$ cat src/rtl/assert_macros.svh
// Assertion macros shared by the RTL that carries checks.
`ifndef ASSERT_MACROS_SVH
`define ASSERT_MACROS_SVH

// Check a property on every rising clock edge outside reset.
`define SMC_ASSERT(lbl, prop) \
  lbl: assert property (@(posedge clk_i) disable iff (!rst_ni) (prop)) \
    else $error("assertion failed");

// Same check with a message of its own.
`define SMC_ASSERT_MSG(lbl, prop, msg) \
  lbl: assert property (@(posedge clk_i) disable iff (!rst_ni) (prop)) \
    else $error(msg);

`endif

$ cat src/rtl/smc_pkg.sv
// Types, codes and helpers shared by the stack machine executor.
package smc_pkg;

  localparam int unsigned DataW = 32;
  localparam int unsigned CmdW  = 4;
  localparam int unsigned KindW = 2;
  localparam int unsigned ErrW  = 3;

  // Instruction opcodes; the remaining codes are invalid.
  typedef enum logic [CmdW-1:0] {
    CMD_ADD   = 4'd0,
    CMD_SUB   = 4'd1,
    CMD_MUL   = 4'd2,
    CMD_DIV   = 4'd3,
    CMD_PUSH  = 4'd4,
    CMD_PRINT = 4'd5,
    CMD_DROP  = 4'd6,
    CMD_DUP   = 4'd7,
    CMD_SWAP  = 4'd8,
    CMD_ROT   = 4'd9,
    CMD_DUMP  = 4'd10
  } cmd_e;

  // Result kinds.
  typedef enum logic [KindW-1:0] {
    KIND_DONE  = 2'd0,
    KIND_PRINT = 2'd1,
    KIND_DUMP  = 2'd2,
    KIND_ERROR = 2'd3
  } kind_e;

  // Error codes.
  typedef enum logic [ErrW-1:0] {
    ERR_NONE      = 3'd0,
    ERR_UNDERFLOW = 3'd1,
    ERR_OVERFLOW  = 3'd2,
    ERR_DIVZERO   = 3'd3,
    ERR_INVALID   = 3'd4,
    ERR_HALTED    = 3'd5
  } err_e;

  // What one cell takes on the next edge.
  typedef enum logic [1:0] {
    SEL_HOLD,
    SEL_UP,    // from the neighbor nearer the top
    SEL_DOWN,  // from the neighbor nearer the bottom
    SEL_LOAD
  } cell_sel_e;

  // Whole-chain moves, decoded per cell.
  typedef enum logic [2:0] {
    CH_HOLD,
    CH_PUSH,
    CH_POP,
    CH_POPLOAD,
    CH_DUP,
    CH_SWAP,
    CH_ROT
  } chain_op_e;

  typedef struct packed {
    cell_sel_e        sel;
    logic [DataW-1:0] load;
  } cell_ctl_t;

  // Decode a chain move into the select of the cell at depth idx (0 is top).
  function automatic cell_sel_e cell_sel(chain_op_e op, int unsigned idx);
    cell_sel_e sel;
    sel = SEL_HOLD;
    unique case (op)
      CH_HOLD:    sel = SEL_HOLD;
      CH_PUSH:    sel = (idx == 0) ? SEL_LOAD : SEL_UP;
      CH_POP:     sel = SEL_DOWN;
      CH_POPLOAD: sel = (idx == 0) ? SEL_LOAD : SEL_DOWN;
      CH_DUP:     sel = (idx == 0) ? SEL_HOLD : SEL_UP;
      CH_SWAP:    sel = (idx == 0) ? SEL_DOWN : ((idx == 1) ? SEL_UP : SEL_HOLD);
      CH_ROT:     sel = (idx == 0 || idx == 2) ? SEL_LOAD : SEL_HOLD;
      default:    sel = SEL_HOLD;
    endcase
    return sel;
  endfunction

endpackage

$ cat src/rtl/smc_cell.sv
// One stack cell: holds one entry and moves it with its neighbors.
module smc_cell (
  input  logic                         clk_i,
  input  logic                         rst_ni,
  input  smc_pkg::cell_ctl_t           ctl_i,
  input  logic [smc_pkg::DataW-1:0]    up_i,
  input  logic [smc_pkg::DataW-1:0]    down_i,
  output logic [smc_pkg::DataW-1:0]    value_o
);
  import smc_pkg::*;

  logic [DataW-1:0] value_d, value_q;

  // Pick the next entry from the cell itself, a neighbor or the load bus.
  always_comb begin
    unique case (ctl_i.sel)
      SEL_HOLD: value_d = value_q;
      SEL_UP:   value_d = up_i;
      SEL_DOWN: value_d = down_i;
      SEL_LOAD: value_d = ctl_i.load;
      default:  value_d = value_q;
    endcase
  end

  always_ff @(posedge clk_i or negedge rst_ni) begin
    if (!rst_ni) begin
      value_q <= '0;
    end else begin
      value_q <= value_d;
    end
  end

  assign value_o = value_q;

endmodule

$ cat src/rtl/smc_div.sv
// Radix-2 restoring divider for signed 32-bit operands, truncating.
module smc_div (
  input  logic                         clk_i,
  input  logic                         rst_ni,
  input  logic                         start_i,
  input  logic [smc_pkg::DataW-1:0]    dividend_i,
  input  logic [smc_pkg::DataW-1:0]    divisor_i,
  output logic                         busy_o,
  output logic [smc_pkg::DataW-1:0]    quotient_o
);
  import smc_pkg::*;

  localparam int unsigned StepW = $clog2(DataW + 1);

  logic             busy_d, busy_q;
  logic [StepW-1:0] step_d, step_q;
  logic [DataW-1:0] rem_d, rem_q;
  logic [DataW-1:0] quo_d, quo_q;
  logic [DataW-1:0] dvs_q;
  logic             neg_q;
  logic [DataW:0]   rem_sh;
  logic             fits;
  logic [DataW-1:0] dvd_abs, dvs_abs;

  // Magnitudes of the operands.
  assign dvd_abs = dividend_i[DataW-1] ? (~dividend_i + 1'b1) : dividend_i;
  assign dvs_abs = divisor_i[DataW-1]  ? (~divisor_i + 1'b1)  : divisor_i;

  // One quotient bit per cycle.
  assign rem_sh = {rem_q, quo_q[DataW-1]};
  assign fits   = (rem_sh >= {1'b0, dvs_q});

  always_comb begin
    busy_d = busy_q;
    step_d = step_q;
    rem_d  = rem_q;
    quo_d  = quo_q;
    if (start_i) begin
      busy_d = 1'b1;
      step_d = StepW'(DataW);
      rem_d  = '0;
      quo_d  = dvd_abs;
    end else if (busy_q) begin
      rem_d  = fits ? DataW'(rem_sh - {1'b0, dvs_q}) : rem_sh[DataW-1:0];
      quo_d  = {quo_q[DataW-2:0], fits};
      step_d = step_q - 1'b1;
      busy_d = (step_q != StepW'(1));
    end
  end

  always_ff @(posedge clk_i or negedge rst_ni) begin
    if (!rst_ni) begin
      busy_q <= 1'b0;
      step_q <= '0;
    end else begin
      busy_q <= busy_d;
      step_q <= step_d;
    end
  end

  // Operand and partial result registers.
  always_ff @(posedge clk_i) begin
    rem_q <= rem_d;
    quo_q <= quo_d;
    if (start_i) begin
      dvs_q <= dvs_abs;
      neg_q <= dividend_i[DataW-1] ^ divisor_i[DataW-1];
    end
  end

  assign busy_o     = busy_q;
  assign quotient_o = neg_q ? (~quo_q + 1'b1) : quo_q;

endmodule

$ cat src/rtl/stack_machine_executor.sv
// Top level of the stack machine executor: sequencer, stack cell chain, result register.
//
//  channel  | dir | tdata                          | tuser          | tlast
//  ---------+-----+--------------------------------+----------------+---------------
//  s_axis   | in  | [31:0] immediate               | [3:0] cmd      | -
//  m_axis   | out | [31:0] data, [34:32] error_code| [1:0] kind     | last of request
//
// A request is accepted in S_IDLE and executed on the cell chain in S_EXEC. Multiply
// adds S_MUL for the registered product; divide waits in S_DIV on the bit-serial
// divider; dump gives one result per cycle unless stalled, one per stack entry.
// Reset leaves the stack holding a single zero; no clearing pass is needed.
// A full result register stalls execution until the result is taken; a new request
// is accepted only once the previous one has handed over its last result.
`include "assert_macros.svh"

module stack_machine_executor #(
  parameter int unsigned STACK_DEPTH = 16
) (
  input  logic        clk_i,
  input  logic        rst_ni,
  input  logic        s_axis_tvalid,
  output logic        s_axis_tready,
  input  logic [31:0] s_axis_tdata,   // [31:0] immediate
  input  logic [3:0]  s_axis_tuser,   // [3:0] cmd
  output logic        m_axis_tvalid,
  input  logic        m_axis_tready,
  output logic [39:0] m_axis_tdata,   // [31:0] data, [34:32] error_code, [39:35] zero
  output logic [1:0]  m_axis_tuser,   // [1:0] kind
  output logic        m_axis_tlast    // last
);
  import smc_pkg::*;

  localparam int unsigned IdxW = $clog2(STACK_DEPTH);
  localparam int unsigned CntW = $clog2(STACK_DEPTH + 1);

  typedef enum logic [2:0] {
    S_IDLE,
    S_EXEC,
    S_MUL,
    S_DIV,
    S_DUMP
  } state_e;

  state_e           state_d, state_q;
  logic [CntW-1:0]  cnt_d, cnt_q;
  logic             halted_d, halted_q;
  logic [IdxW-1:0]  ptr_d, ptr_q;
  logic [CmdW-1:0]  cmd_q;
  logic [DataW-1:0] imm_q;
  logic [DataW-1:0] prod_q;
  logic [DataW-1:0] prod_lo;

  logic             out_free;
  logic             emit;
  kind_e            e_kind;
  logic [DataW-1:0] e_data;
  logic             e_last;
  err_e             e_err;

  logic             m_valid_q;
  kind_e            m_kind_q;
  logic [DataW-1:0] m_data_q;
  logic             m_last_q;
  err_e             m_err_q;

  chain_op_e        chain_op;
  logic [DataW-1:0] ld0;
  logic             div_start;
  logic             div_busy;
  logic [DataW-1:0] div_quo;

  logic [DataW-1:0] cell_val  [STACK_DEPTH];
  logic [DataW-1:0] up_val    [STACK_DEPTH];
  logic [DataW-1:0] down_val  [STACK_DEPTH];
  cell_ctl_t        cell_ctl  [STACK_DEPTH];

  // Stack cell chain, top of stack in cell zero.
  for (genvar i = 0; i < STACK_DEPTH; i++) begin : g_cell
    if (i == 0) begin : g_top
      assign up_val[i] = '0;
    end else begin : g_mid
      assign up_val[i] = cell_val[i-1];
    end
    if (i == STACK_DEPTH - 1) begin : g_bot
      assign down_val[i] = '0;
    end else begin : g_inner
      assign down_val[i] = cell_val[i+1];
    end
    assign cell_ctl[i].sel  = cell_sel(chain_op, i);
    assign cell_ctl[i].load = (i == 2) ? cell_val[0] : ld0;

    smc_cell u_cell (
      .clk_i   (clk_i),
      .rst_ni  (rst_ni),
      .ctl_i   (cell_ctl[i]),
      .up_i    (up_val[i]),
      .down_i  (down_val[i]),
      .value_o (cell_val[i])
    );
  end

  smc_div u_div (
    .clk_i      (clk_i),
    .rst_ni     (rst_ni),
    .start_i    (div_start),
    .dividend_i (cell_val[1]),
    .divisor_i  (cell_val[0]),
    .busy_o     (div_busy),
    .quotient_o (div_quo)
  );

  // Low word of second times top.
  assign prod_lo  = DataW'(cell_val[1] * cell_val[0]);
  assign out_free = !m_valid_q || m_axis_tready;

  // Sequencer: decode, check, move the chain and build the result.
  always_comb begin
    state_d   = state_q;
    cnt_d     = cnt_q;
    halted_d  = halted_q;
    ptr_d     = ptr_q;
    chain_op  = CH_HOLD;
    ld0       = '0;
    div_start = 1'b0;
    emit      = 1'b0;
    e_kind    = KIND_DONE;
    e_data    = '0;
    e_last    = 1'b1;
    e_err     = ERR_NONE;

    unique case (state_q)
      S_IDLE: begin
        if (s_axis_tvalid) begin
          state_d = S_EXEC;
        end
      end
      S_EXEC: begin
        if (out_free) begin
          emit = 1'b1;
          if (halted_q) begin
            e_kind = KIND_ERROR;
            e_err  = ERR_HALTED;
          end else begin
            unique case (cmd_q)
              CMD_ADD, CMD_SUB: begin
                if (cnt_q < CntW'(2)) begin
                  e_kind = KIND_ERROR;
                  e_err  = ERR_UNDERFLOW;
                end else begin
                  chain_op = CH_POPLOAD;
                  ld0      = (cmd_q == CMD_ADD) ? (cell_val[1] + cell_val[0])
                                                : (cell_val[1] - cell_val[0]);
                  cnt_d    = cnt_q - 1'b1;
                end
              end
              CMD_MUL: begin
                if (cnt_q < CntW'(2)) begin
                  e_kind = KIND_ERROR;
                  e_err  = ERR_UNDERFLOW;
                end else begin
                  emit = 1'b0;
                end
              end
              CMD_DIV: begin
                if (cnt_q < CntW'(2)) begin
                  e_kind = KIND_ERROR;
                  e_err  = ERR_UNDERFLOW;
                end else if (cell_val[0] == '0) begin
                  e_kind = KIND_ERROR;
                  e_err  = ERR_DIVZERO;
                end else begin
                  emit      = 1'b0;
                  div_start = 1'b1;
                end
              end
              CMD_PUSH: begin
                if (cnt_q >= CntW'(STACK_DEPTH)) begin
                  e_kind = KIND_ERROR;
                  e_err  = ERR_OVERFLOW;
                end else begin
                  chain_op = CH_PUSH;
                  ld0      = imm_q;
                  cnt_d    = cnt_q + 1'b1;
                end
              end
              CMD_PRINT: begin
                if (cnt_q == '0) begin
                  e_kind = KIND_ERROR;
                  e_err  = ERR_UNDERFLOW;
                end else begin
                  chain_op = CH_POP;
                  cnt_d    = cnt_q - 1'b1;
                  e_kind   = KIND_PRINT;
                  e_data   = cell_val[0];
                end
              end
              CMD_DROP: begin
                if (cnt_q == '0) begin
                  e_kind = KIND_ERROR;
                  e_err  = ERR_UNDERFLOW;
                end else begin
                  chain_op = CH_POP;
                  cnt_d    = cnt_q - 1'b1;
                end
              end
              CMD_DUP: begin
                if (cnt_q == '0) begin
                  e_kind = KIND_ERROR;
                  e_err  = ERR_UNDERFLOW;
                end else if (cnt_q >= CntW'(STACK_DEPTH)) begin
                  e_kind = KIND_ERROR;
                  e_err  = ERR_OVERFLOW;
                end else begin
                  chain_op = CH_DUP;
                  cnt_d    = cnt_q + 1'b1;
                end
              end
              CMD_SWAP: begin
                if (cnt_q < CntW'(2)) begin
                  e_kind = KIND_ERROR;
                  e_err  = ERR_UNDERFLOW;
                end else begin
                  chain_op = CH_SWAP;
                end
              end
              CMD_ROT: begin
                if (cnt_q < CntW'(3)) begin
                  e_kind = KIND_ERROR;
                  e_err  = ERR_UNDERFLOW;
                end else begin
                  chain_op = CH_ROT;
                  ld0      = cell_val[2];
                end
              end
              CMD_DUMP: begin
                halted_d = 1'b1;
                if (cnt_q == '0) begin
                  e_kind = KIND_DUMP;
                end else begin
                  emit  = 1'b0;
                  ptr_d = IdxW'(cnt_q - 1'b1);
                end
              end
              default: begin
                halted_d = 1'b1;
                e_kind   = KIND_ERROR;
                e_err    = ERR_INVALID;
              end
            endcase
          end
          if (emit) begin
            state_d = S_IDLE;
          end else if (div_start) begin
            state_d = S_DIV;
          end else if (halted_d) begin
            state_d = S_DUMP;
          end else begin
            state_d = S_MUL;
          end
        end
      end
      S_MUL: begin
        if (out_free) begin
          emit     = 1'b1;
          chain_op = CH_POPLOAD;
          ld0      = prod_q;
          cnt_d    = cnt_q - 1'b1;
          state_d  = S_IDLE;
        end
      end
      S_DIV: begin
        if (!div_busy && out_free) begin
          emit     = 1'b1;
          chain_op = CH_POPLOAD;
          ld0      = div_quo;
          cnt_d    = cnt_q - 1'b1;
          state_d  = S_IDLE;
        end
      end
      S_DUMP: begin
        // Walk from the bottom entry up to the top.
        if (out_free) begin
          emit   = 1'b1;
          e_kind = KIND_DUMP;
          e_data = cell_val[ptr_q];
          e_last = (ptr_q == '0);
          if (ptr_q == '0) begin
            state_d = S_IDLE;
          end else begin
            ptr_d = ptr_q - 1'b1;
          end
        end
      end
      default: state_d = S_IDLE;
    endcase
  end

  // Control state and the result register.
  always_ff @(posedge clk_i or negedge rst_ni) begin
    if (!rst_ni) begin
      state_q   <= S_IDLE;
      cnt_q     <= CntW'(1);
      halted_q  <= 1'b0;
      ptr_q     <= '0;
      m_valid_q <= 1'b0;
      m_kind_q  <= KIND_DONE;
      m_data_q  <= '0;
      m_last_q  <= 1'b0;
      m_err_q   <= ERR_NONE;
    end else begin
      state_q  <= state_d;
      cnt_q    <= cnt_d;
      halted_q <= halted_d;
      ptr_q    <= ptr_d;
      if (emit) begin
        m_valid_q <= 1'b1;
      end else if (m_axis_tready) begin
        m_valid_q <= 1'b0;
      end
      if (emit) begin
        m_kind_q <= e_kind;
        m_data_q <= e_data;
        m_last_q <= e_last;
        m_err_q  <= e_err;
      end
    end
  end

  // Payload registers: request fields and product.
  always_ff @(posedge clk_i) begin
    if (state_q == S_IDLE && s_axis_tvalid) begin
      cmd_q <= s_axis_tuser;
      imm_q <= s_axis_tdata;
    end
    if (state_q == S_EXEC) begin
      prod_q <= prod_lo;
    end
  end

  assign s_axis_tready = (state_q == S_IDLE);
  assign m_axis_tvalid = m_valid_q;
  assign m_axis_tdata  = {5'd0, m_err_q, m_data_q};
  assign m_axis_tuser  = m_kind_q;
  assign m_axis_tlast  = m_last_q;

  `SMC_ASSERT(a_cnt_bound, cnt_q <= CntW'(STACK_DEPTH))
  `SMC_ASSERT_MSG(a_halt_sticks, halted_q |=> halted_q, "halt flag cleared")
  `SMC_ASSERT_MSG(a_div_owned, div_busy |-> state_q == S_DIV, "divider busy outside divide")
  `SMC_ASSERT(a_idle_keeps_cnt, state_q == S_IDLE |=> $stable(cnt_q))

endmodule
$ cat config.mk
export PLATFORM = sky130hd
export DESIGN_NAME = stack_machine_executor
export DESIGN_NICKNAME = d
export VERILOG_FILES = /design/src/rtl/smc_pkg.sv /design/src/rtl/smc_cell.sv /design/src/rtl/smc_div.sv /design/src/rtl/stack_machine_executor.sv
export VERILOG_INCLUDE_DIRS = /design/src /design/src/rtl
export SDC_FILE = /design/constraint.sdc
export NUM_CORES = 2
export LEC_CHECK = 0
export ABC_AREA = 1
export BUFFER_PORTS_ARGS = -buffer_cell sky130_fd_sc_hd__buf_2
export CAP_MARGIN = 20
export CELL_PAD_IN_SITES_DETAIL_PLACEMENT = 1
export CELL_PAD_IN_SITES_GLOBAL_PLACEMENT = 1
export CORE_MARGIN = 2
export CORE_UTILIZATION = 35
export DETAILED_ROUTE_END_ITERATION = 6
export PLACE_DENSITY_LB_ADDON = 0.2
export SKIP_CTS_REPAIR_TIMING = 1
export SYNTH_ARGS = -nofsm -noshare
export SYNTH_HDL_FRONTEND = slang
export SYNTH_SLANG_ARGS = --single-unit
$ cat constraint.sdc
create_clock -name clk_i -period 10 [get_ports clk_i]
set_input_delay 0 -clock clk_i [delete_from_list [all_inputs] [get_ports clk_i]]
set_output_delay 0 -clock clk_i [all_outputs]
set_load 0.005 [all_outputs]
==> results_dict.tcl <==
set metrics [dict create \
    yosysTopAreaCell "dfrtp_1" \
    cp_common_cell "fa_1" \
    syn_inst 8232 \
    vias_per_cell 5.41 \
    stdcell_count 10514 \
    ios 85 \
    drc_errors 0 \
    grt_pass1_wl_um 380000 \
    drt_iter0_markers 4415 \
    drt_first_pass_iters 5 \
    cp_top_family "adder cells" \
    drive_above_1_share_pct 5.17 \
    dp_hpwl_um 180000 \
    grt_pass1_vias 58559 \
    dp_worst_setup_slack_ps 2370 \
    crit_path_end_kind "flip-flop" \
    cts.sinks 736 \
    power.leakage_nw 33.0 \
    core_area_um2 172000 \
    clkSlewWorstSetupHoldPaths_ps 70 \
    yosysWarnings 0 \
    cts_buffer_depth 3 \
    via_count 56926 \
    max-slew-margin-rel_pct 20.5 \
    groute.usage.overall_pct 28.5 \
    setup_slack_ps 2210 \
    wirelength_um 253000 \
    finalHoldWorstSlack_ps -42.1 \
    postRouteAntennaNets 0 \
    min_path_type "in -> async" \
    grt-ovfl-total 0 \
    initial_utilization_pct 35.3 \
    portBuffers 79 \
    crit_fanout 20 \
    place.gp.congestion 0.970 \
    synth_seq_cells 736 \
    violations "negative hold slack" \
    ir_drop_mv 0.408 \
    cp.required_ps 10460 \
    finalHoldViolCount 20 \
    cp_slowest_cell "dfrtp_1" \
    cts_tree "yes" \
    fin_setup_tns_ps 0 \
    num_rows 152 \
    antenna_found_initial 12 \
    clock-skew-final_ps 49.0 \
    syn_area_per_cell_um2 7.36 \
    yosysMostFrequentCell "nand2_1" \
    ctsRootBufferMaster "clkbuf_16" \
    synthTopCellsByCount "2444 x nand2_1, 1331 x inv_1, 633 x o21ai_0" \
    cp.buffers_inverters 5 \
    status "complete, but fails checks" \
    seq_area_frac_synth_pct 31.2 \
    yosysTopAreaCellShare_pct 23.5 \
    cts_max_level 3 \
    crit_chain "buf_4 -> nand2_1 -> fa_1 -> inv_1 -> fa_1 -> fa_1 -> fa_1 -> fa_1 -> inv_1 -> fa_1 -> inv_1 -> fa_1 -> fa_1 -> ha_1 -> inv_1 -> nor3_1 -> nand4_1 -> nor4b_1 -> nand2_1 -> nand2_1 -> xor2_1" \
    finalSetupViolCount 0 \
    startpoint_type "flip-flop" \
    dpl.cell_count 10275 \
    fin_crit_ps 7790 \
    p_per_area_nw_per_um2 286 \
    synth_top_flop_cell "dfrtp_1" \
    synth_cell_types 61 \
    fmax_mhz 128 \
    synthArstFlopShare_pct 77.6 \
    numCtsBuffers 93 \
    cap_violations 0 \
    synth_edf_count 133 \
    grt_setup_unrepaired "false" \
    grt_max_degree 188 \
    place_area_um2 63100 \
    critical_path_class "reg -> reg" \
    die-area_um2 176000 \
    nNetsFinal 8773 \
    area_delta_synth_final_pct 10.5 \
    routedWlPerCell_um 24.1 \
    cpPeakStageDelay_ps 1100 \
    chipWidth_um 420 \
    worstMarginPinSlew_ps 1190 \
    stdcell_area_um2 67000 \
    insertion_delay_ps 760 \
    period_share_pct 77.9 \
    ys_top_cells_by_area "dfrtp_1 24%, nand2_1 15%, fa_1 14%" \
    drv_slew 0 \
    synth_area_um2 60600 \
    arrival_ps 8240 \
    fp.dieH_um 420 \
]
worst reg2reg max path: stages, from the launching register on:
cell and delay (ps):
dfrtp_1 1100, buf_4 470, nand2_1 140, fa_1 550, inv_1 50, fa_1 490
fa_1 530, fa_1 450, fa_1 520, inv_1 60, fa_1 530, inv_1 50
fa_1 510, fa_1 440, ha_1 440, inv_1 120, nor3_1 330, nand4_1 190
nor4b_1 300, nand2_1 100, nand2_1 80, xor2_1 70
per-layer routing:
metal | share of wire, % | track usage (%)
met1 | 44 | 38.6
met2 | 45 | 44.6
met3 | 6.0 | 4.74
met4 | 5.2 | 13.0
met5 | 0.022 | 0
per-stage QoR:
step	power, W	utilization (%)	hold slack, ps
after detailed placement	0.0154	36.7	170
after CTS	0.0191	38.6	-625
final	0.0192	39.0	-42.1
after global placement	0.0152	36.7	168
after floorplan	0.0113	-	-296
after global routing	0.0206	39.0	3.52
worst paths after layout:
check / startpoint / slack [ps] / cells past startpoint / end
min in group clk_i: s_axis_tdata[3] / 0 / 2 / imm_q[3]
min reg2reg: m_data_q[18] / 470 / 2 / m_data_q[18]
max: g_cell[0].u_cell.value_o[6] / 2210 / 21 / prod_q[30]
max reg2reg: g_cell[0].u_cell.value_o[6] / 2210 / 21 / prod_q[30]
max in group asynchronous: rst_ni / 7810 / 4 / ptr_q[0]
min: rst_ni / -40 / 2 / g_cell[14].u_cell.value_o[24]
cell families after synthesis:
| logic type | after synthesis | synth area share, % |
|---|---|---|
| AO/OA/AOI/OAI | 1620 | 15.9 |
| flip-flops | 736 | 31.2 |
| XOR/XNOR | 126 | 1.82 |
| other | 1 | 0.00619 |
| adder cells (fa/ha/maj) | 605 | 17.6 |
| buffers and inverters | 1837 | 11.7 |
| AND/OR/NAND/NOR | 3307 | 21.8 |
power breakdown:
part	switching (W)	internal (W)	total (W)
clock	0.00152	0.00211	0.00363
sequential	0.000340	0.00357	0.00391
combinational	0.00790	0.00372	0.0116
total	0.00977	0.00940	0.0192
layout by cell type (no fill, tap or decap), drive strengths merged, types with 106 or more instances in the layout:
cell type and count:
o21ai 671, inv 1346, a21oi 345, dfrtp 570, clkbuf 133, ha 195
buf 219, o211ai 319, edfxtp 133, nand2 2447, fa 410, nand3 328
a22oi 106, nor2 403
area by class of cell:
| cell class | instances | area, µm² |
|---|---|---|
| diodes | 2 | 5.00 |
| clock inverters | 36 | 499 |
| inverters | 1346 | 5070 |
| clock buffers | 133 | 2720 |
| well taps | 2310 | 2890 |
| multi-input cells | 5663 | 34600 |
| flip-flops and latches | 736 | 18900 |
| repair buffers | 288 | 2230 |
| fillers | 21086 | 105000 |
sequential cells by signal, indices dropped and copies added (netlist names):
name	cells
u_div.dvs_q	32
g_cell.u_cell.value_o	512
halted_q	1
imm_q	32
prod_q	32
m_err_q	3
u_div.step_q	6
m_data_q	32
m_axis_tlast	1
m_axis_tuser	2
ptr_q	4
state_q	3
cnt_q	5
u_div.quo_q	32
u_div.rem_q	32
m_axis_tvalid	1
cmd_q	4
u_div.busy_o	1
u_div.neg_q	1
(Power assumes the default switching activity.)
